## src/rler_pkg.sv

```systemverilog
// ----------------------------------------------------------------------------
// rler_pkg
// types and constants shared by the rate limited event ring
// ----------------------------------------------------------------------------
package rler_pkg;

  localparam int unsigned CfgIdxW = 3;
  localparam int unsigned CfgDataW = 16;
  localparam logic [2:0] ResetTokens = 3'd4;

  typedef enum logic [CfgIdxW-1:0] {
    CFG_NODE_ID       = 3'd0,
    CFG_CHATTY_FIRST  = 3'd1,
    CFG_CHATTY_SECOND = 3'd2,
    CFG_CHATTY_THIRD  = 3'd3,
    CFG_SUMMARY_TYPE  = 3'd4,
    CFG_NO_NODE_CODE  = 3'd5,
    CFG_BURST_TOKENS  = 3'd6,
    CFG_REFILL_PERIOD = 3'd7
  } cfg_reg_e;

  typedef enum logic [1:0] {
    STATUS_APPENDED   = 2'd0,
    STATUS_SUPPRESSED = 2'd1,
    STATUS_READ_VALID = 2'd2,
    STATUS_READ_EMPTY = 2'd3
  } status_e;

  typedef enum logic [0:0] {
    CMD_EMIT = 1'b0,
    CMD_READ = 1'b1
  } command_e;

  typedef enum logic [0:0] {
    ALU_ADD = 1'b0,
    ALU_SUB = 1'b1
  } alu_op_e;

  typedef enum logic [3:0] {
    S_IDLE,
    S_ELAPSED,
    S_DUE,
    S_SWEEP,
    S_EVENT,
    S_TAIL,
    S_LOST,
    S_LOSS_ADD,
    S_HEAD,
    S_FETCH,
    S_FINISH
  } state_e;

  typedef struct packed {
    alu_op_e     op;
    logic [31:0] a;
    logic [31:0] b;
  } alu_req_t;

  typedef struct packed {
    logic [31:0] sum;
    logic        lt;
  } alu_res_t;

  typedef struct packed {
    logic [31:0] time_ms;
    logic [7:0]  ev_type;
    logic [7:0]  src;
    logic [7:0]  dst;
    logic [15:0] arg_a;
    logic [15:0] arg_b;
  } entry_t;

  typedef struct packed {
    logic        tok_we;
    logic [2:0]  tok_val;
    logic        sup_we;
    logic [15:0] sup_val;
  } bkt_wr_t;

endpackage

```

## src/rler_alu.sv

```systemverilog
// ----------------------------------------------------------------------------
// rler_alu
// shared 32-bit add / subtract unit with unsigned less-than flag
// ----------------------------------------------------------------------------
module rler_alu (
  input  rler_pkg::alu_req_t req_i,
  output rler_pkg::alu_res_t res_o
);

  logic [31:0] b_eff;
  logic [32:0] full;
  logic        sub;

  assign sub   = (req_i.op == rler_pkg::ALU_SUB);
  assign b_eff = sub ? ~req_i.b : req_i.b;
  assign full  = {1'b0, req_i.a} + {1'b0, b_eff} + {32'b0, sub};

  assign res_o.sum = full[31:0];
  // borrow on subtract means a < b
  assign res_o.lt  = sub & ~full[32];

endmodule

```

## config.mk

```make
export PLATFORM = sky130hd
export DESIGN_NAME = rler_alu
export DESIGN_NICKNAME = d
export VERILOG_FILES = /design/src/rler_pkg.sv /design/src/rler_alu.sv
export SDC_FILE = /design/constraint.sdc
export NUM_CORES = 1
export LEC_CHECK = 0
export BUFFER_PORTS_ARGS = -buffer_cell sky130_fd_sc_hd__clkbuf_2
export CAP_MARGIN = 10
export CORE_MARGIN = 3
export CORE_UTILIZATION = 45
export DETAILED_ROUTE_END_ITERATION = 7
export PLACE_DENSITY = 0.82
export RECOVER_POWER = 25
export SYNTH_ARGS = -nofsm -noshare
export SYNTH_HDL_FRONTEND = slang
export SYNTH_SLANG_ARGS = --single-unit
```

## constraint.sdc

```tcl
create_clock -name vclk -period 4.1
set_input_delay 0.615 -clock vclk [all_inputs]
set_output_delay 0.615 -clock vclk [all_outputs]
set_load 0.01 [all_outputs]
```

== Word level (Yosys, flattened, before mapping) ==
Cells that the tools add are included.
Storage, ports and cells
  flip-flop bits (word level): 0
  word-level logic and storage cells: 6
Cells by class
  add/subtract/negate cells: 2
  multiplexer cells: 1
  bitwise gates (word level): 3
Operators by type and width (count)
  $add A32 B32 Y33: 1
  $add A33 B1 Y33: 1
  $mux W32: 1
  $not A32 Y32: 1
  $and A1 B1 Y1: 1
  $not A1 Y1: 1

== Depth between registers and ports, before layout ==
Gate-level depths: netlist of run 1.
  word-level depth: 6
  gate-level depth with buffers: 12

== Least setup slack after synthesis of run 1 ==
OpenSTA, ideal clock, no wires.
  path type: input to output
  start point: input req_i[64] in the netlist's numbering
  end point: output res_o[0] in the netlist's numbering
  arrival: 3111 ps
  slack: 374 ps
  cell stages on the path: 11
  path buffers: 2
  path through: buf_2 -> buf_1 -> xor2_1 -> ha_1 -> a21o_1 -> a21oi_4 -> a21oi_2 -> o21ba_1 -> o32a_4 -> a21oi_4 -> o2111a_1
RTL lines
  from (decl): line rler_alu.sv:6  | input rler_pkg::alu_req_t req_i,
  to (decl): line rler_alu.sv:7  | output rler_pkg::alu_res_t res_o

==> results of run 1 <==
## area by class of cell
type | count | area [µm²]
fillers | 480 | 2000
inverters | 8 | 30.0
multi-input cells | 275 | 2120
well taps | 67 | 83.8
repair buffers | 101 | 522
## cells in the final DEF, fill, tap and decap left out, types with 5 or more instances in the layout
cell type | Yosys | final
a21o_1 | 14 | 14
nor2_1 | 16 | 16
nand2_1 | 23 | 23
nand3_1 | 9 | 9
o21bai_1 | 7 | 8
ha_1 | 31 | 31
o21ai_1 | 5 | 5
nand4_1 | 7 | 7
clkbuf_2 | 0 | 95
o21ai_0 | 12 | 13
a31oi_1 | 5 | 5
inv_1 | 8 | 8
xor2_1 | 43 | 43
a21oi_1 | 25 | 25
xnor2_1 | 17 | 17
## logic make-up (layout without fill, tap and decap cells)
logic type	count (synthesis)	count (layout)	share of synthesized area
AOI/OAI and AO/OA	110	110	0.371
and+or+nand+nor	72	72	0.154
xor gates and xnor gates	60	60	0.235
adders and majority gates	32	32	0.182
buffers and inverters	24	109	0.0475
muxes	1	1	0.0101
## power breakdown
| part | internal, mW | switching [mW] |
|---|---|---|
| clock | 0 | 0 |
| combinational | 0.306 | 0.397 |
| sequential | 0 | 0 |
## per-stage QoR
step,worst slack (ns),util,cell area [µm²],cells,power (mW)
6_report,0.212,0.579,2750,451,0.703
5_1_grt,0.0204,0.579,2750,451,0.775
4_1_cts,0.204,0.583,2770,451,0.709
3_5_place_dp,0.210,0.583,2770,451,0.705
3_3_place_gp,0.312,0.583,2770,451,0.697
2_1_floorplan,0.374,-,2240,299,0.493
## worst max path at each step
stage                    from         to  slack (ns)  cells past startpoint
floorplan           req_i[64]   res_o[0]        0.37                     11
CTS                 req_i[64]  res_o[31]        0.20                     13
detailed placement  req_i[64]  res_o[31]        0.21                     13
global route        req_i[64]  res_o[31]        0.02                     13
finish              req_i[64]  res_o[31]        0.21                     12
global placement    req_i[64]  res_o[31]        0.31                     13
## routing by layer
layer / wire [µm] / GRT usage
met1: 2660 / 0.256
met2: 2840 / 0.349
met3: 355 / 0.0154
met4: 47 / 0.0217
met5: 0 / 0
==> metrics.cfg, run 1 <==
[floorplanning]
start_util = 0.471
fp.dieH_um = 76.5
fp.dieW_um = 76.5
fp-row-count = 25
core_area_um2 = 4750
die_area_um2 = 5850
ios = 98

[power_and_ir_drop]
power.density_nw_per_um2 = 256
power_leakage_nw = 1.38
peakVddDrop_v = 0.000129

[placement]
gp_congestion = 0.922
port-buffer-count = 98
dp_hpwl_um = 5150

[worst_hold_path]
hold_depth = 3
hold_start = req_i[32]
hp-class = in -> out
hold_path_end = res_o[1]

[finish]
synthToLayoutAreaGrowth_pct = 23.0
num-clock-buffers = 0
nets = 483
diodes = 0
drive_gt1_frac = 0.297
numSequentialCells = 0
ff_latch_area_um2 = 0

[sta]
min_period_ns = 3.89
slew_viol_final = 0
tns_ns = 0
min_period_over_period = 0.948
max-slew-margin-rel = 0.593
fmax_mhz = 257
whs_ns = 1.54
tightest_slew_ns = 0.604
rsz0062_at_grt = false
setup_viol = 0
hold_viol = 0

[logic_synthesis]
ys_warn_count = 0
synthTopCellsByArea = ha_1 17%, xor2_1 17%, xnor2_1 6.7%
synth_most_common_cell = xor2_1
ys_seq_area_frac = 0
yosys.cell_types.count = 55
yosysTopAreaCell = ha_1
synth_area_per_cell_um2 = 7.48
yosys-top-cells-count = 43 x xor2_1, 31 x ha_1, 25 x a21oi_1, 23 x nand2_1, 17 x xnor2_1
synth_area_um2 = 2240
syn-instance-count = 299
post-synth-top-area-fraction = 0.173
synthesis.nets = 396

[drt]
wl_per_cell_um = 13.1
routed_wl_um = 5900
drt.antenna.violating_nets = 0
drc = 0
via_per_inst = 5.63
via_count = 2538
firstDrtPassIters = 4
drtIter0Drc = 129

[clock_network]
holdBufCountCts = 0
post_cts_resized = 0
postCtsSetupRepairBufs = 0

[global_route]
antenna_found_initial = 0
grt_pass1_vias = 2381
grt_overflow_total = 0
grt_pass1_wl_um = 10100
grt_usage = 0.193
grt_max_degree = 20

[worst_setup_path]
cp.arrival_ns = 3.27
critical_path_required_ns = 3.48
path_common_cell = clkbuf_2
cp_cell_sequence = clkbuf_2, buf_12, xor2_1, ha_1, nor2b_1, o21bai_1, a21oi_2, o31ai_2, a31oi_2, a41oi_1, xnor2_1, clkbuf_2
crit_family = compound AO/OA/AOI/OAI gates
worst_setup_path_start_kind = input pin
critPathCaptureType = output pin
crit_type = in -> out
critPathBufInv = 3
critPathSlowestCell = o31ai_2
cp_max_fo = 19
cp_slowest_stage_delay_ns = 0.35

[flow_run]
drv_cap = 0

[outcome]
status = finished clean

No activity file was read; power rests on OpenSTA's default activity.
==> run 2, diff against run 1 <==
--- a/config.mk
+++ b/config.mk
@@ -5,12 +5,13 @@
 export SDC_FILE = /design/constraint.sdc
 export NUM_CORES = 1
 export LEC_CHECK = 0
+export ABC_AREA = 1
 export BUFFER_PORTS_ARGS = -buffer_cell sky130_fd_sc_hd__clkbuf_2
 export CAP_MARGIN = 10
 export CORE_MARGIN = 3
 export CORE_UTILIZATION = 45
 export DETAILED_ROUTE_END_ITERATION = 7
-export PLACE_DENSITY = 0.82
+export PLACE_DENSITY = 0.8
 export RECOVER_POWER = 25
 export SYNTH_ARGS = -nofsm -noshare
 export SYNTH_HDL_FRONTEND = slang
==> run 2 against run 1 <==
Against the previous run: via count increased by 26%; hold slack got worse by 0.032 ns; design area increased by 12%; worst setup slack improved by 0.61 ns; total power decreased by 0.28%; fmax increased by 19%; flip-flop and latch count unchanged; final cell count increased by 43%; clock-buffer cell count unchanged; sequential share of layout area unchanged; global-route usage increased by 4.4 points.
==> metrics.cfg, run 2 <==
[outcome]
status = finished clean

[global_route]
grt_pass1_wl_um = 12400
antenna_found_initial = 0
grt_overflow_total = 0
grt_usage = 0.237
grt_pass1_vias = 2773
grt_max_degree = 32

[sta]
whs_ns = 1.51
min_period_ns = 3.28
tightest_slew_ns = 0.398
max-slew-margin-rel = 0.732
tns_ns = 0
hold_viol = 0
slew_viol_final = 0
rsz0062_at_grt = false
setup_viol = 0
min_period_over_period = 0.800
fmax_mhz = 305

[placement]
gp_congestion = 0.968
dp_hpwl_um = 7230
placed_cells = 644
port-buffer-count = 98

[clock_network]
holdBufCountCts = 0
postCtsSetupRepairBufs = 0
post_cts_resized = 0

[worst_setup_path]
cp_max_fo = 31
cp.arrival_ns = 2.66
critPathCaptureType = output pin
critical_path_required_ns = 3.48
crit_type = in -> out
worst_setup_path_start_kind = input pin

[finish]
synthToLayoutAreaGrowth_pct = 22.3
mostFrequentLayoutCells = 163 x nand2_1, 93 x clkbuf_2, 88 x inv_1
num-clock-buffers = 0
drive_gt1_frac = 0.188
fillers = 566
nets = 673
ff_latch_area_um2 = 0
utilization = 0.585
numSequentialCells = 0
diodes = 0
layout_commonest_cell = nand2_1
fin_cells = 644
multi_input_area_um2 = 2160

[worst_hold_path]
hp-class = in -> out

[logic_synthesis]
yosysTopAreaCell = nand2_1
post-synth-top-area-fraction = 0.241
synth_area_um2 = 2520
synthTopCellsByArea = nand2_1 24%, ha_1 15%, xor2_1 15%
ys_warn_count = 0
ys_seq_area_frac = 0
synthesis.nets = 576
yosys.cell_types.count = 24
syn-instance-count = 479
yosys-top-cells-count = 162 x nand2_1, 88 x inv_1, 46 x nor2_1, 44 x xor2_1, 33 x a21oi_1
synth_area_per_cell_um2 = 5.26
synth_most_common_cell = nand2_1

[drt]
drtIter0Drc = 181
firstDrtPassIters = 5
routed_wl_um = 7970
drc = 0
via_count = 3191
wl_per_cell_um = 12.4
via_per_inst = 4.95
drt.antenna.violating_nets = 0

[floorplanning]
fp.dieW_um = 80.8
die_area_um2 = 6530
ios = 98
fp-row-count = 26
start_util = 0.478
fp.dieH_um = 80.8
core_area_um2 = 5270

[power_and_ir_drop]
finalPower_mw = 0.701
power_leakage_nw = 1.97
peakVddDrop_v = 0.0000914
power.density_nw_per_um2 = 227

[flow_run]
drv_cap = 0

-- run 2: cell count changes after synthesis, moves of 8 or more --
cell | previous run | this run
a21o_1 | 14 | 0
a21oi_1 | 25 | 33
inv_1 | 8 | 88
nand2_1 | 23 | 162
nand2_2 | 0 | 8
nand3_1 | 9 | 24
nor2_1 | 16 | 46
xnor2_1 | 17 | 3
-- run 2: stage by stage --
stage / worst slack [ns] / cell area (µm²)
finish: 0.822 / 3080
global route: 0.625 / 3080
global placement: 0.931 / 3100
floorplan: 1.21 / 2520
CTS: 0.917 / 3100
detailed placement: 0.921 / 3100
-- run 2: cells by family (layout without fill, tap and decap cells) --
group,Yosys count,count (layout),synth area share
AO/OA/AOI/OAI,56,56,0.119
XOR/XNOR,47,47,0.163
adder cells (fa/ha/maj),32,32,0.162
buffers and inverters,92,187,0.140
AND/OR/NAND/NOR,252,252,0.416
-- run 2: area by class of cell --
class              instances  area share
multi-input cells        387       0.701
repair buffers            99       0.164
inverters                 88       0.107
well taps                 70      0.0284
-- run 2: worst paths after layout --
kind / from / to / slack [ns] / depth (start not counted)
worst min-delay path: req_i[32] / res_o[1] / 1.51 / 3
worst max-delay path: req_i[64] / res_o[10] / 0.82 / 12
-- run 2: worst max-delay path, cell delays in order --
cell,delay [ns]
clkbuf_2,0.12
buf_12,0.19
xor2_1,0.18
ha_1,0.37
nand2_1,0.07
nand2_1,0.10
nor2_1,0.05
a21oi_1,0.34
nand2_1,0.12
nand2_2,0.13
xor2_1,0.21
clkbuf_2,0.17
-- run 2: power breakdown --
group	leakage, nW	internal (mW)	total (mW)	switching (mW)
logic	1.97	0.264	0.701	0.437
registers	0	0	0	0
clock network	0	0	0	0
-- run 2: per-layer routing --
metal  track usage  part of all wire  routed length, µm  vias to the layer above
met2         0.406              0.45               3580                       90
met5             0                 0                  0                        -
met4        0.0186            0.0095                 76                        0
met3       0.00665             0.053                425                        8
li1              -                 -                  -                     1674
met1         0.342              0.49               3880                     1419
==> run 3, diff against run 2 <==
--- a/config.mk
+++ b/config.mk
@@ -11,7 +11,7 @@
 export CORE_MARGIN = 3
 export CORE_UTILIZATION = 45
 export DETAILED_ROUTE_END_ITERATION = 7
-export PLACE_DENSITY = 0.8
+export PLACE_DENSITY = 0.83
 export RECOVER_POWER = 25
 export SYNTH_ARGS = -nofsm -noshare
 export SYNTH_HDL_FRONTEND = slang
==> constraint.sdc (replaced) <==
create_clock -name vclk -period 3
set_input_delay 0.45 -clock vclk [all_inputs]
set_output_delay 0.45 -clock vclk [all_outputs]
set_load 0.01 [all_outputs]
==> run 3 against run 2 <==
Against the previous run: sequential share of layout area stayed put; clock-buffer cell count stayed put; critical endpoint is now res_o[30]; global-route usage fell by 0.25 points; combinational power rose by 43%; worst setup slack got worse by 0.72 ns; non-clock buffer count up 3; total power is 43% higher; die area is the same; critical path depth rose by 1.
==> metrics.cfg, run 3 (synthesized netlist as in run 2, its figures left out) <==
[floorplanning]
start_util = 0.478
fp.dieW_um = 80.8
die_area_um2 = 6530
core_area_um2 = 5270
fp-row-count = 26
ios = 98
fp.dieH_um = 80.8

[worst_setup_path]
cp.arrival_ns = 2.45
critPathBufInv = 4
cp_max_fo = 15
crit_family = compound AO/OA/AOI/OAI gates
crit_type = in -> out
worst_setup_path_start_kind = input pin
cp-endpoint = res_o[30]
cp_cell_sequence = clkbuf_2, clkbuf_16, xor2_1, ha_1, inv_1, o21ai_0, a21oi_1, nand2_1, a21oi_1, nand2_1, nand2_1, nand2_1, clkbuf_2
critPathSlowestCell = o21ai_0
critical_path_required_ns = 2.55
cp_slowest_stage_delay_ns = 0.40
cp.depth = 13
critPathCaptureType = output pin
startpoint = req_i[64]
path_common_cell = nand2_1

[placement]
gp_congestion = 1.02
dp_hpwl_um = 7150
dpl_cell_area_um2 = 3100
port-buffer-count = 98

[finish]
ff_latch_area_um2 = 0
mostFrequentLayoutCells = 161 x nand2_1, 97 x clkbuf_2, 88 x inv_1
layout_commonest_cell = nand2_1
num-clock-buffers = 0
diodes = 0
fin_area_um2 = 3200
nets = 676
synthToLayoutAreaGrowth_pct = 27.0
fillers = 545
drive_gt1_frac = 0.239
numSequentialCells = 0

[power_and_ir_drop]
peakVddDrop_v = 0.000148
pwr-share-clk = 0
power_leakage_nw = 2.00
sw_frac_of_total = 0.613
power.density_nw_per_um2 = 313
pwr-share-seq = 0
p_switching_mw = 0.615
internal_power_mw = 0.388
p_comb_frac = 1.000
finalPower_mw = 1.00

[sta]
min_period_ns = 2.90
fmax_mhz = 345
rsz0062_at_grt = true
slew_viol_final = 0
tightest_slew_ns = 0.477
hold_viol = 0
max-slew-margin-rel = 0.679
setup_viol = 0
min_period_over_period = 0.967

[drt]
via_per_inst = 5.16
via_count = 3340
firstDrtPassIters = 5
drtIter0Drc = 290
drc = 0
routed_wl_um = 8220
wl_per_cell_um = 12.7
drt.antenna.violating_nets = 0

[global_route]
antenna_found_initial = 0
grt_max_degree = 32
use_met1 = 0.343
grt_pass1_wl_um = 12500
grt_usage = 0.234
use_met2 = 0.397
grt-busiest-layer = met2
grt_pass1_vias = 2859
met3_usage = 0
grt_overflow_total = 0

[flow_run]
drv_cap = 0

[outcome]
status = finished clean

[worst_hold_path]
hp-class = in -> out

-- run 3: cell count changes in the layout (fill, tap and decap cells not counted), sizes merged --
cell    before  now
buf          1    3
clkbuf      98   99
-- run 3: area by class of cell --
class,count,area (µm²),area share
inverter,88,330,0.103
multi-input combinational,387,2230,0.698
timing repair buffer,102,549,0.172
tap,70,87.6,0.0274
-- run 3: what timing repair did --
item	CTS	global route
gates resized for setup	0	23
setup buffers	0	2
endpoints found under the setup margin	0	8
hold buffers	0	0
-- run 3: worst min path at each step --
stage / to / cells past startpoint / slack [ns] / from
finish: res_o[1] / 3 / 1.18 / req_i[32]
floorplan: res_o[1] / 1 / 0.98 / req_i[0]
global route: res_o[1] / 3 / 1.20 / req_i[32]
CTS: res_o[1] / 3 / 1.18 / req_i[32]
detailed placement: res_o[1] / 3 / 1.18 / req_i[32]
global placement: res_o[1] / 3 / 1.17 / req_i[32]
-- run 3: through the flow --
stage	util	setup slack [ns]	std cells	setup TNS (ns)	hold slack, ns
global placement	0.587	0.177	644	0	1.17
CTS	0.587	0.148	644	0	1.18
global route	0.607	-0.0311	647	-0.0422	1.20
detailed placement	0.587	0.151	644	0	1.18
floorplan	-	0.440	479	0	0.976
finish	0.607	0.0985	647	0	1.18
-- run 3: tightest hold or removal path, stage by stage --
cell and delay (ns):
clkbuf_2 0.10, xor2_1 0.06, clkbuf_1 0.13
-- run 3: metal layers --
metal / up-vias / routed length, µm
li1: 1683 / -
met1: 1505 / 3580
met2: 142 / 3850
met3: 10 / 701
met4: 0 / 86
met5: - / 0
-- run 3: power by group through the flow --
| stage | Sequential [mW] | Combinational [mW] | Clock (mW) |
|---|---|---|---|
| after floorplan | 0 | 0.635 | 0 |
| after global placement | 0 | 0.942 | 0 |
| after detailed placement | 0 | 0.953 | 0 |
| after CTS | 0 | 0.958 | 0 |
| after global routing | 0 | 1.11 | 0 |
| final | 0 | 1.00 | 0 |
