### src/rler_pkg.sv
// ----------------------------------------------------------------------------
// rler_pkg
// types and constants shared by the rate limited event ring
// ----------------------------------------------------------------------------
package rler_pkg;

  localparam int unsigned CfgIdxW = 3;
  localparam int unsigned CfgDataW = 16;
  localparam logic [2:0] ResetTokens = 3'd4;

  typedef enum logic [CfgIdxW-1:0] {
    CFG_NODE_ID       = 3'd0,
    CFG_CHATTY_FIRST  = 3'd1,
    CFG_CHATTY_SECOND = 3'd2,
    CFG_CHATTY_THIRD  = 3'd3,
    CFG_SUMMARY_TYPE  = 3'd4,
    CFG_NO_NODE_CODE  = 3'd5,
    CFG_BURST_TOKENS  = 3'd6,
    CFG_REFILL_PERIOD = 3'd7
  } cfg_reg_e;

  typedef enum logic [1:0] {
    STATUS_APPENDED   = 2'd0,
    STATUS_SUPPRESSED = 2'd1,
    STATUS_READ_VALID = 2'd2,
    STATUS_READ_EMPTY = 2'd3
  } status_e;

  typedef enum logic [0:0] {
    CMD_EMIT = 1'b0,
    CMD_READ = 1'b1
  } command_e;

  typedef enum logic [0:0] {
    ALU_ADD = 1'b0,
    ALU_SUB = 1'b1
  } alu_op_e;

  typedef enum logic [3:0] {
    S_IDLE,
    S_ELAPSED,
    S_DUE,
    S_SWEEP,
    S_EVENT,
    S_TAIL,
    S_LOST,
    S_LOSS_ADD,
    S_HEAD,
    S_FETCH,
    S_FINISH
  } state_e;

  typedef struct packed {
    alu_op_e     op;
    logic [31:0] a;
    logic [31:0] b;
  } alu_req_t;

  typedef struct packed {
    logic [31:0] sum;
    logic        lt;
  } alu_res_t;

  typedef struct packed {
    logic [31:0] time_ms;
    logic [7:0]  ev_type;
    logic [7:0]  src;
    logic [7:0]  dst;
    logic [15:0] arg_a;
    logic [15:0] arg_b;
  } entry_t;

  typedef struct packed {
    logic        tok_we;
    logic [2:0]  tok_val;
    logic        sup_we;
    logic [15:0] sup_val;
  } bkt_wr_t;

endpackage

### src/rler_buckets.sv
// ----------------------------------------------------------------------------
// rler_buckets
// per type token buckets and suppression counters, one index per cycle
// ----------------------------------------------------------------------------
module rler_buckets #(
  parameter int unsigned LIMITED_TYPES = 17,
  localparam int unsigned IdxW = (LIMITED_TYPES > 1) ? $clog2(LIMITED_TYPES) : 1
) (
  input  logic              clk_i,
  input  logic              rst_ni,
  input  logic [IdxW-1:0]   idx_i,
  input  rler_pkg::bkt_wr_t wr_i,
  output logic [2:0]        tok_o,
  output logic [15:0]       sup_o
);

  logic [2:0]  tok_q [LIMITED_TYPES];
  logic [15:0] sup_q [LIMITED_TYPES];

  always_ff @(posedge clk_i or negedge rst_ni) begin
    if (!rst_ni) begin
      for (int i = 0; i < LIMITED_TYPES; i++) begin
        tok_q[i] <= rler_pkg::ResetTokens;
        sup_q[i] <= '0;
      end
    end else begin
      if (wr_i.tok_we) begin
        tok_q[idx_i] <= wr_i.tok_val;
      end
      if (wr_i.sup_we) begin
        sup_q[idx_i] <= wr_i.sup_val;
      end
    end
  end

  assign tok_o = tok_q[idx_i];
  assign sup_o = sup_q[idx_i];

endmodule

### config.mk
export PLATFORM = sky130hd
export DESIGN_NAME = rler_buckets
export DESIGN_NICKNAME = d
export VERILOG_FILES = /design/src/rler_pkg.sv /design/src/rler_buckets.sv
export SDC_FILE = /design/constraint.sdc
export NUM_CORES = 1
export LEC_CHECK = 0
export BUFFER_PORTS_ARGS = -buffer_cell sky130_fd_sc_hd__buf_2
export CAP_MARGIN = 5
export CORE_MARGIN = 1.5
export CORE_UTILIZATION = 40
export CTS_CLUSTER_DIAMETER = 80
export DETAILED_ROUTE_END_ITERATION = 8
export HOLD_SLACK_MARGIN = 0.03
export PLACE_DENSITY = 0.62
export SKIP_LAST_GASP = 1
export SYNTH_ARGS = -nofsm -noshare
export SYNTH_HDL_FRONTEND = slang
export SYNTH_SLANG_ARGS = --single-unit
### constraint.sdc
create_clock -name clk_i -period 2.4 [get_ports clk_i]
set_input_delay 0.48 -clock clk_i [delete_from_list [all_inputs] [get_ports clk_i]]
set_output_delay 0.48 -clock clk_i [all_outputs]
set_load 0.1 [all_outputs]
Word level (Yosys, flattened, before mapping):

Index checks and enable logic that the tools add are counted.

* add/sub/neg operators: 0
* multiply operators: 0
* divide/modulo/power cells: 0
* $lt $le $gt $ge: 2
* eq/ne operators: 0
* shift-type cells: 0
* mux-type cells: 12
* bitwise logic cells: 1
* reductions and logical operators: 1

Operators with widths (number)
* $bwmux 272: 1
* $bmux 16 s5: 1
* $demux 16 s5: 1
* $bwmux 51: 1
* $mux 16: 3
* $bmux 3 s5: 1
* $demux 3 s5: 1
* $mux 3: 3
* $ge 6x6->1 const B: 1
* $lt 6x1->1 const B: 1
* $not 5->6: 1
* $logic_and 1x1->1: 1

* register bits: 323
* latch bits: 0
* bits in writable memories: 0
* bits in read-only memories: 0
* input bits: 28
* output and inout bits: 19
* word-level logic and storage cells: 50
* memories: 0

Logic depth before layout (Yosys ltp):

Gate-level depths: netlist of the first run.

* depth after elaboration: 6
* depth in mapped cells: 7
* mapped depth without buffers: 4

Least setup slack after synthesis of the first run:

Ideal clock, no wire load.

* kind: input to output
* start: input port idx_i[0]
* end: output port sup_o[11]
* arrival time: 2.413 ns
* data required time: 1.920 ns
* setup slack: -0.493 ns
* stages on the path: 5
* path buffers: 2
* cell sequence: buf_2 -> buf_2 -> mux4_2 -> a22oi_1 -> nand3_1

* cells in the longest elaborated chain, start to end: 4

Ends and longest elaborated chain
* start, declared: RTL line rler_buckets.sv:11 `input logic [IdxW-1:0] idx_i,`
* $not 5->6 (implied by the code): RTL line rler_buckets.sv:37 `assign sup_o = sup_q[idx_i];`
* $bmux 16 s5: RTL line rler_buckets.sv:37
* $mux 16 (implied by the code) (2 in a row): RTL line rler_buckets.sv:37
* end, declared: RTL line rler_buckets.sv:14 `output logic [15:0] sup_o`

No other way between the ends. The select of a mux whose other input is x is not followed.

Final worst setup path of the first run:

* start: register tok_q[19] (netlist bit)
* end: output port tok_o[1]

* cells in the longest elaborated chain, start to end: 3

Ends and longest elaborated chain
* start, declared: RTL line rler_buckets.sv:17 `logic [2:0] tok_q [LIMITED_TYPES];`
* start signal, assigned by index: RTL line rler_buckets.sv:23 `tok_q[i] <= rler_pkg::ResetTokens;`
* start signal, assigned by index: RTL line rler_buckets.sv:28 `tok_q[idx_i] <= wr_i.tok_val;`
* $bmux 3 s5: RTL line rler_buckets.sv:36 `assign tok_o = tok_q[idx_i];`
* $mux 3 (implied by the code) (2 in a row): RTL line rler_buckets.sv:36
* end, declared: RTL line rler_buckets.sv:13 `output logic [2:0] tok_o,`

No other way between the ends. The select of a mux whose other input is x is not followed.

==> flow_summary.ini, run 1 <==
[outcome]
status = finished, violations left
failed_checks = negative setup slack

[final_layout]
antenna_cells = 0
most-common-layout-cells = dfrtp_1, mux2_2, mux2i_1, mux2_1, buf_12
utilization_pct = 49.91
final_common_cell = dfrtp_1
fin_cells = 1570
drive_gt1_share_pct = 50.82
multi_input_area_um2 = 6805
seqCellArea_um2 = 8104
syn_to_final_growth_pct = 23.18
final_nets = 1110
n_fill_cell = 3063

[yosys]
synth_nets = 1035
yosys.area.top_type = dfrtp_1
synth_cell_type_count = 30
yosysSeqAreaShare_pct = 54.76
syn-mean-instance-area_um2 = 14.70
synthDominantCellAreaShare_pct = 51.75
async_flop_share_pct = 100.0
synth_area_um2 = 14800
ys_ff_latch = 323
synth.top_cells.by_area = dfrtp_1, mux2_2, mux4_2
yosys_warnings = 0
netlist_instances = 1007
synth_enable_flop_cells = 0
synth_flop_cell = dfrtp_1

[clock_tree]
tritoncts = yes
clockRootBuffer = clkbuf_16
cts.sinks = 323
clock_latency_ns = 0.50
path_clk_slew_ns = 0.06
htree_levels = 2
cts_buffers = 36
cts_buffer_depth = 3

[die]
die_h_um = 195.3
die_area_um2 = 38160
num_rows = 70
initial_core_util_pct = 40.52
die_x_um = 195.3
io_pins = 47
core-area_um2 = 36520

[sta]
relSlewSlack_pct = 56.38
hold_violations = 0
fin_ws_ns = -0.004210
finalSetupViolations = 2
fmax_ghz = 0.4159
maxSlewViolCount = 0
period_needed_ns = 2.404
fin_crit_sh_pct = 100.2
worstMarginPinSlew_ns = 0.6528
rsz0062_at_grt = yes
finClkSkew_ns = 0

[drt]
drt_pass1_iterations = 4
drtIter0Drc = 511
drt_wl_total_um = 36250
vias_per_cell = 5.511
postRouteAntennaNets = 0
drcViolationCount = 0
wl_per_cell_um = 23.09
vias = 8652

[global_route]
grt_pass1_wl_um = 57740
grt_pass1_vias = 9230
grt_overflow_total = 0
antenna_found_initial = 3
groute.usage.overall_pct = 19.79
grt_max_degree = 104

[placed_design]
gp_congestion = 0.7258
dp_hpwl_um = 23130
dp_slack_ns = -0.3941
port_buffers = 46
numPlacedInstances = 1505

[worst_setup_path]
endpoint_kind = primary output
cp_cell_sequence = mux4_2 -> a22oi_2 -> nand3_4 -> buf_12
crit_fanout = 2
cp.required_ns = 1.92
cp_top_family = multiplexers
slowest_delay_ns = 0.48
start_kind = register
critical_path_arrival_ns = 1.92
path_buf_inv = 1
worstSetupPathType = register to primary output
crit_path_top_delay_cell = mux4_2

[power]
peakVddDrop_v = 0.0005498
pwr-share-clk_pct = 35.5
pwr-share-seq_pct = 46.1
p_comb_share_pct = 18.3
power.switching_w = 0.003977
intPower_w = 0.01134
power_density_nw_per_um2 = 840.2
leakage_nw = 8.105
switching_share_pct = 25.96

[run]
cap_violations = 0

[worst_hold_path]
hp-class = primary input to asynchronous set/reset pin
routing by layer:
layer	wire, um	global-route usage (%)
met2	17370	31.98
met4	976	5.742
met1	16520	27.46
met3	1350	3.402
met5	34	0
path summary, 6_finish.rpt:
kind                       slack [ns]       start    endpoint  cells past startpoint
hold / removal                   0.36      rst_ni  sup_q[177]                      2
max in group asynchronous        1.26      rst_ni  sup_q[212]                      3
min in group clk_i               0.43    wr_i[11]  sup_q[267]                      2
hold reg to reg                  0.48  sup_q[221]  sup_q[221]                      1
setup reg to reg                 1.52  sup_q[222]  sup_q[222]                      2
setup / recovery               -0.004   tok_q[19]    tok_o[1]                      4
power by group through the flow:
stage | logic (W) | registers (W) | clock network [W]
2_1_floorplan | 0.00201 | 0.00698 | 0
3_3_place_gp | 0.00266 | 0.00710 | 0
3_5_place_dp | 0.00272 | 0.00715 | 0
4_1_cts | 0.00281 | 0.00706 | 0.00555
5_1_grt | 0.00303 | 0.00720 | 0.00578
6_report | 0.00281 | 0.00707 | 0.00544
kinds of logic after synthesis:
family | share of synthesized area (%)
AOI/OAI and AO/OA | 2.892
buffers and inverters | 2.528
DFF | 54.76
muxes | 35.50
and+or+nand+nor | 4.312
stage by stage:
step	cell area (um^2)	TNS [ns]	hold WS (ns)	total power, W
after floorplan	15110	-0.2133	0.1844	0.008989
after global placement	16730	-5.411	0.2911	0.009766
after detailed placement	16730	-6.258	0.2900	0.009864
after CTS	18140	-0.1299	0.3414	0.01542
after global routing	18230	-0.4753	0.3480	0.01602
final	18230	-0.006984	0.3634	0.01532
synthesized netlist by cell type, types with 11 or more instances:
cell type and n:
mux2_1 66, clkbuf_1 30, mux4_2 38, buf_4 11, dfrtp_1 306, nor2_1 14
nor2_4 12, dfstp_2 17, nand2_1 28, mux2i_1 76, buf_2 29, nand3_1 41
a22oi_1 57, mux2_2 257
state kept, by name, summed over array words and instances, names as in the netlist:
register,flops
tok_q,51
sup_q,272
area by class of cell:
cell class / instances / share of cell area [%]
tap: 468 / 3.213
timing repair buffer: 112 / 8.649
clock inverter: 7 / 0.4805
multi-input combinational: 609 / 37.34
clock buffer: 51 / 5.862
sequential: 323 / 44.46
repair_timing:
item | 4_1_cts | 5_1_grt
pin swaps | 16 | 18
gates cloned | 2 | 0
hold buffers | 1 | 0
buffers inserted | 0 | 4
hold endpoints to repair | 4 | 0
endpoints found under the setup margin | 19 | 19
gates resized for setup | 42 | 10
Note: power is estimated with default switching activity, not from simulation.
==> inputs of run 2 (changes only) <==
--- a/config.mk
+++ b/config.mk
@@ -8,11 +8,12 @@
 export BUFFER_PORTS_ARGS = -buffer_cell sky130_fd_sc_hd__buf_2
 export CAP_MARGIN = 5
 export CORE_MARGIN = 1.5
-export CORE_UTILIZATION = 40
+export CORE_UTILIZATION = 45
 export CTS_CLUSTER_DIAMETER = 80
 export DETAILED_ROUTE_END_ITERATION = 8
 export HOLD_SLACK_MARGIN = 0.03
-export PLACE_DENSITY = 0.62
+export PLACE_DENSITY = 0.68
+export RECOVER_POWER = 25
 export SKIP_LAST_GASP = 1
 export SYNTH_ARGS = -nofsm -noshare
 export SYNTH_HDL_FRONTEND = slang
==> flow_summary.ini, run 2 (synthesis results as in run 1) <==
[outcome]
status = finished, violations left
failed_checks = negative setup slack

[worst_setup_path]
cp.required_ns = 1.92
crit_fanout = 2
r2r_slack_ns = 1.48
rr_startpoint = sup_q[262]
timing.rr.end = sup_q[262]
start_kind = register
critical_path_arrival_ns = 1.96
worstSetupPathType = register to primary output
reg2reg_depth = 2
endpoint_kind = primary output

[placed_design]
dp_hpwl_um = 23320
numPlacedInstances = 1504
port_buffers = 46
postPlaceCellArea_um2 = 16870
gp_congestion = 0.7580

[sta]
finClkSkew_ns = 0
hold_violations = 0
fin_ws_ns = -0.03538
period_needed_ns = 2.435
relSlewSlack_pct = 20.29
finalSetupViolations = 3
rsz0062_at_grt = yes
fin_crit_sh_pct = 101.5
hold_slack_ns = 0.4040
maxSlewViolCount = 0
fmax_ghz = 0.4106
worstMarginPinSlew_ns = 1.196

[global_route]
antenna_found_initial = 2
groute.usage.overall_pct = 22.29
grt_overflow_total = 0
grt_max_degree = 72
grt_pass1_wl_um = 57180
grt_pass1_vias = 9624

[die]
die_area_um2 = 33980
num_rows = 66
die_h_um = 184.3
die_x_um = 184.3
io_pins = 47
core-area_um2 = 32450
initial_core_util_pct = 45.60

[final_layout]
regMostFlops = sup_q
drive_gt1_share_pct = 50.31
largest_registers = sup_q x272, tok_q x51
fin_cells = 1578
syn_to_final_growth_pct = 23.18
stdcell_area_um2 = 18230
multi_input_area_um2 = 6721
seqCellArea_um2 = 8104
most-common-layout-cells = dfrtp_1, mux2_2, mux2i_1, mux2_1, buf_4
largest_reg_flops = 272
utilization_pct = 56.17
final_nets = 1136
final_common_cell = dfrtp_1
n_fill_cell = 2636

[drt]
drcViolationCount = 0
wl_per_cell_um = 22.59
vias = 8806
drt_pass1_iterations = 6
drt_wl_total_um = 35650
postRouteAntennaNets = 0
vias_per_cell = 5.580
drtIter0Drc = 416

[clock_tree]
cts_buffers = 36
htree_levels = 2
tritoncts = yes
clockRootBuffer = clkbuf_16
cts_buffer_depth = 3
path_clk_slew_ns = 0.06
cts.sinks = 323
clock_latency_ns = 0.51

[worst_hold_path]
hp-class = primary input to register
hold_depth = 2
hp-start = wr_i[8]
hold-path-endpoint = sup_q[264]

[power]
peakVddDrop_v = 0.0006156
finalPower_w = 0.01540
leakage_nw = 8.198
power_density_nw_per_um2 = 844.7

[run]
cap_violations = 0
[run 2: final cells by class]
type / count / area share, %
sequential: 323 / 44.46
multi-input combinational: 609 / 36.87
timing repair buffer: 138 / 9.012
clock buffer: 58 / 6.068
tap: 442 / 3.034
clock inverter: 7 / 0.5422
antenna: 1 / 0.01373
[run 2: through the flow]
stage | setup WS (ns) | TNS, ns
finish | -0.03538 | -0.05724
global route | -0.09812 | -0.6772
CTS | -0.04001 | -0.1023
detailed placement | -0.07852 | -0.5257
global placement | -0.06960 | -0.4107
floorplan | -0.02666 | -0.2133
[run 2: power by group]
part	internal (W)	leakage (nW)	switching, W
logic	0.00150	3.52	0.00127
clock network	0.00337	0.587	0.00218
registers	0.00655	4.09	0.000527
total	0.0114	8.20	0.00397
[run 2: timing repair]
action	CTS	global route
gates cloned	1	0
hold endpoints to repair	38	0
buffers inserted	3	3
resized for setup	13	12
pin swaps	15	11
hold buffers	1	0
endpoints found under the setup margin	18	19
[run 2: worst max-delay path, cell delays in order, from the launching register on]
cell	delay [ns]
dfrtp_1	0.37
mux4_2	0.49
a22oi_2	0.18
buf_4	0.14
nand3_4	0.08
buf_12	0.17
[run 2: how the worst max path moves through the flow]
stage | cells after the start | from | to | slack, ns
detailed placement | 6 | idx_i[0] | sup_o[7] | -0.08
finish | 5 | tok_q[39] | tok_o[0] | -0.04
floorplan | 5 | idx_i[0] | sup_o[11] | -0.03
global route | 5 | tok_q[39] | tok_o[0] | -0.1
CTS | 5 | tok_q[39] | tok_o[0] | -0.04
global placement | 6 | idx_i[0] | sup_o[7] | -0.07
[run 2: metal layers]
layer  GRT usage (%)  vias to the layer above  routed length [um]
li1                -                     3919                   -
met5               0                        -                   0
met2           37.18                      178               17500
met1           30.53                     4660               15720
met3           3.280                       49                1766
met4           5.836                        0                 663
==> inputs of run 3 (changes only) <==
--- a/config.mk
+++ b/config.mk
@@ -5,14 +5,15 @@
 export SDC_FILE = /design/constraint.sdc
 export NUM_CORES = 1
 export LEC_CHECK = 0
+export ABC_AREA = 1
 export BUFFER_PORTS_ARGS = -buffer_cell sky130_fd_sc_hd__buf_2
 export CAP_MARGIN = 5
 export CORE_MARGIN = 1.5
-export CORE_UTILIZATION = 45
+export CORE_UTILIZATION = 30
 export CTS_CLUSTER_DIAMETER = 80
 export DETAILED_ROUTE_END_ITERATION = 8
 export HOLD_SLACK_MARGIN = 0.03
-export PLACE_DENSITY = 0.68
+export PLACE_DENSITY = 0.51
 export RECOVER_POWER = 25
 export SKIP_LAST_GASP = 1
 export SYNTH_ARGS = -nofsm -noshare
==> flow_summary.ini, run 3 <==
[die]
num_rows = 81
die_h_um = 226.7
io_pins = 47
initial_core_util_pct = 30.54
core-area_um2 = 49150
die_x_um = 226.7
die_area_um2 = 51400

[worst_setup_path]
cp_cell_sequence = buf_6 -> buf_8 -> nor2_4 -> nand4_1 -> buf_6 -> bufbuf_16 -> nor2_1 -> a21oi_1 -> nand2_2 -> buf_12
cp.required_ns = 1.92
start_kind = primary input
cp_top_family = buffers and inverters
crit_top_cell = buf_6
crit_path_top_delay_cell = bufbuf_16
endpoint_kind = primary output
path_buf_inv = 5
crit_fanout = 10
slowest_delay_ns = 0.28
worstSetupPathType = primary input to primary output
critical_path_arrival_ns = 1.85

[final_layout]
final_common_cell = nand2_1
largest_reg_flops = 272
stdcell_area_um2 = 18110
regMostFlops = sup_q
multi_input_area_um2 = 6161
syn_to_final_growth_pct = 20.66
n_fill_cell = 5096
seqCellArea_um2 = 8104
final_nets = 2033
fin_cells = 2697
drive_gt1_share_pct = 13.13
most-common-layout-cells = nand2_1, dfrtp_1, o21ai_1, o21ai_0, nor2_1
largest_registers = sup_q x272, tok_q x51
antenna_cells = 0

[drt]
postRouteAntennaNets = 0
drtIter0Drc = 1039
wl_per_cell_um = 16.27
vias = 12622
drt_wl_total_um = 43880
vias_per_cell = 4.680
drcViolationCount = 0
drt_pass1_iterations = 5

[clock_tree]
htree_levels = 2
cts_buffer_depth = 3
tritoncts = yes
path_clk_slew_ns = 0.06
clockRootBuffer = clkbuf_16
cts_buffers = 38
clock_latency_ns = 0.52
cts.sinks = 323

[placed_design]
gp_congestion = 0.8204
numPlacedInstances = 2622
postPlaceCellArea_um2 = 16650
port_buffers = 46
dp_hpwl_um = 28460

[sta]
fin_crit_sh_pct = 97.28
maxSlewViolCount = 61
fmax_ghz = 0.4283
finClkSkew_ns = 0
worstMarginPinSlew_ns = 1.693
hold_violations = 0
finalSetupViolations = 0
rsz0062_at_grt = no
period_needed_ns = 2.335
relSlewSlack_pct = -12.88

[global_route]
grt_pass1_vias = 12192
grt_pass1_wl_um = 70710
grt_max_degree = 66
grt_overflow_total = 0
antenna_found_initial = 0
groute.usage.overall_pct = 17.65

[yosys]
synth_cell_type_count = 22
synth_enable_flop_cells = 0
synth-compound-area-share_pct = 11.40
synth-simple-area-share_pct = 28.97
yosys.area.top_type = dfrtp_1
synthAdderAreaFrac_pct = 0
yosys.area_share.xor_xnor_pct = 0
yosys.cell_count.top_type = nand2_1
muxShareOfSynthArea_pct = 0
synth_top_family_by_area = simple AND/OR/NAND/NOR gates
yosysSeqAreaShare_pct = 53.98
synth_area_um2 = 15010
syn-mean-instance-area_um2 = 7.636
synth.top_cells.by_count = nand2_1, dfrtp_1, o21ai_1
netlist_instances = 1966
async_flop_share_pct = 100.0
synth_nets = 1994
synth_flop_cell = dfrtp_1
ys_ff_latch = 323
synth.top_cells.by_area = dfrtp_1, nand2_1, o21ai_1
synthDominantCellAreaShare_pct = 51.00
yosys_warnings = 0

[power]
intPower_w = 0.01118
pwr-share-clk_pct = 37.7
power_density_nw_per_um2 = 862.0
switching_share_pct = 28.42
p_comb_share_pct = 17.2
pwr-share-seq_pct = 45.1
leakage_nw = 9.006
power.switching_w = 0.004437
peakVddDrop_v = 0.0004540

[outcome]
status = finished, violations left
failed_checks = max-capacitance violations, max-slew violations

[run]
cap_violations = 1

[worst_hold_path]
hp-class = primary input to register
[run 3: cell types whose count changed after synthesis, sizes merged, moves of 11 or more]
cell / delta
nor2: +69
clkbuf: +11
a21oi: +19
mux2i: -76
buf: +41
inv: +53
nand2: +948
mux2: -323
o21ai: +323
a22oi: -57
mux4: -38
[run 3: final cells by class]
type | instances | share of cell area (%)
sequential | 323 | 44.74
multi-input combinational | 1463 | 34.01
timing repair buffer | 126 | 8.371
clock buffer | 58 | 6.389
tap | 664 | 4.586
inverter | 53 | 1.167
clock inverter | 10 | 0.7390
[run 3: timing repair]
item	CTS	global route
setup buffers	4	0
endpoints found under the setup margin	19	19
endpoints found under the hold margin	59	0
pin swaps	2	3
gates resized for setup	13	23
hold buffers	1	0
cloned	1	1
[run 3: cell families (layout without fill, tap and decap cells)]
logic type      after synthesis  count (layout)
simple gates               1121            1121
compound gates              342             342
flops                       323             323
buf+inv                     180             247
[run 3: path summary, 6_finish.rpt]
check                          start    endpoint  slack [ns]  cells past startpoint
max                         idx_i[1]    sup_o[1]        0.07                     10
min                          wr_i[4]    sup_q[4]        0.17                      3
max reg2reg                 tok_q[2]    tok_q[2]        1.59                      2
min reg2reg                sup_q[99]   sup_q[99]        0.48                      2
max in group asynchronous     rst_ni  sup_q[112]        0.32                      3
min in group asynchronous     rst_ni   sup_q[57]        0.95                      2
[run 3: tightest hold or removal path, cell delays in order]
cell and delay [ns]:
buf_2 0.09, nand2_1 0.04, o21ai_0 0.06
[run 3: routing by layer]
layer / GRT usage [%] / up-vias / share of wire (%)
met1: 25.40 / 6047 / 49
met5: 0 / - / 0
met3: 2.358 / 49 / 4.1
met2: 28.06 / 259 / 45
li1: - / 6267 / -
met4: 4.000 / 0 / 1.8
[run 3: per-stage QoR]
step                hold WS [ns]  util [%]  power [W]  TNS (ns)  setup slack [ns]
CTS                       0.1508     36.72    0.01579         0           0.01460
global placement          0.4659     33.87   0.009727   -0.5339          -0.05389
floorplan                 0.1844         -   0.008841         0            0.1927
global route              0.1654     36.85    0.01651         0          0.006203
finish                    0.1721     36.85    0.01561         0           0.06534
detailed placement        0.4730     33.87   0.009789   -0.7728          -0.07670
[run 3: power groups by stage]
stage                     Sequential [W]  Combinational [W]  Clock (W)
final                            0.00704            0.00268    0.00589
after global placement           0.00710            0.00263          0
after global routing             0.00716            0.00308    0.00626
after floorplan                  0.00698            0.00186          0
after CTS                        0.00703            0.00270    0.00606
after detailed placement         0.00711            0.00267          0
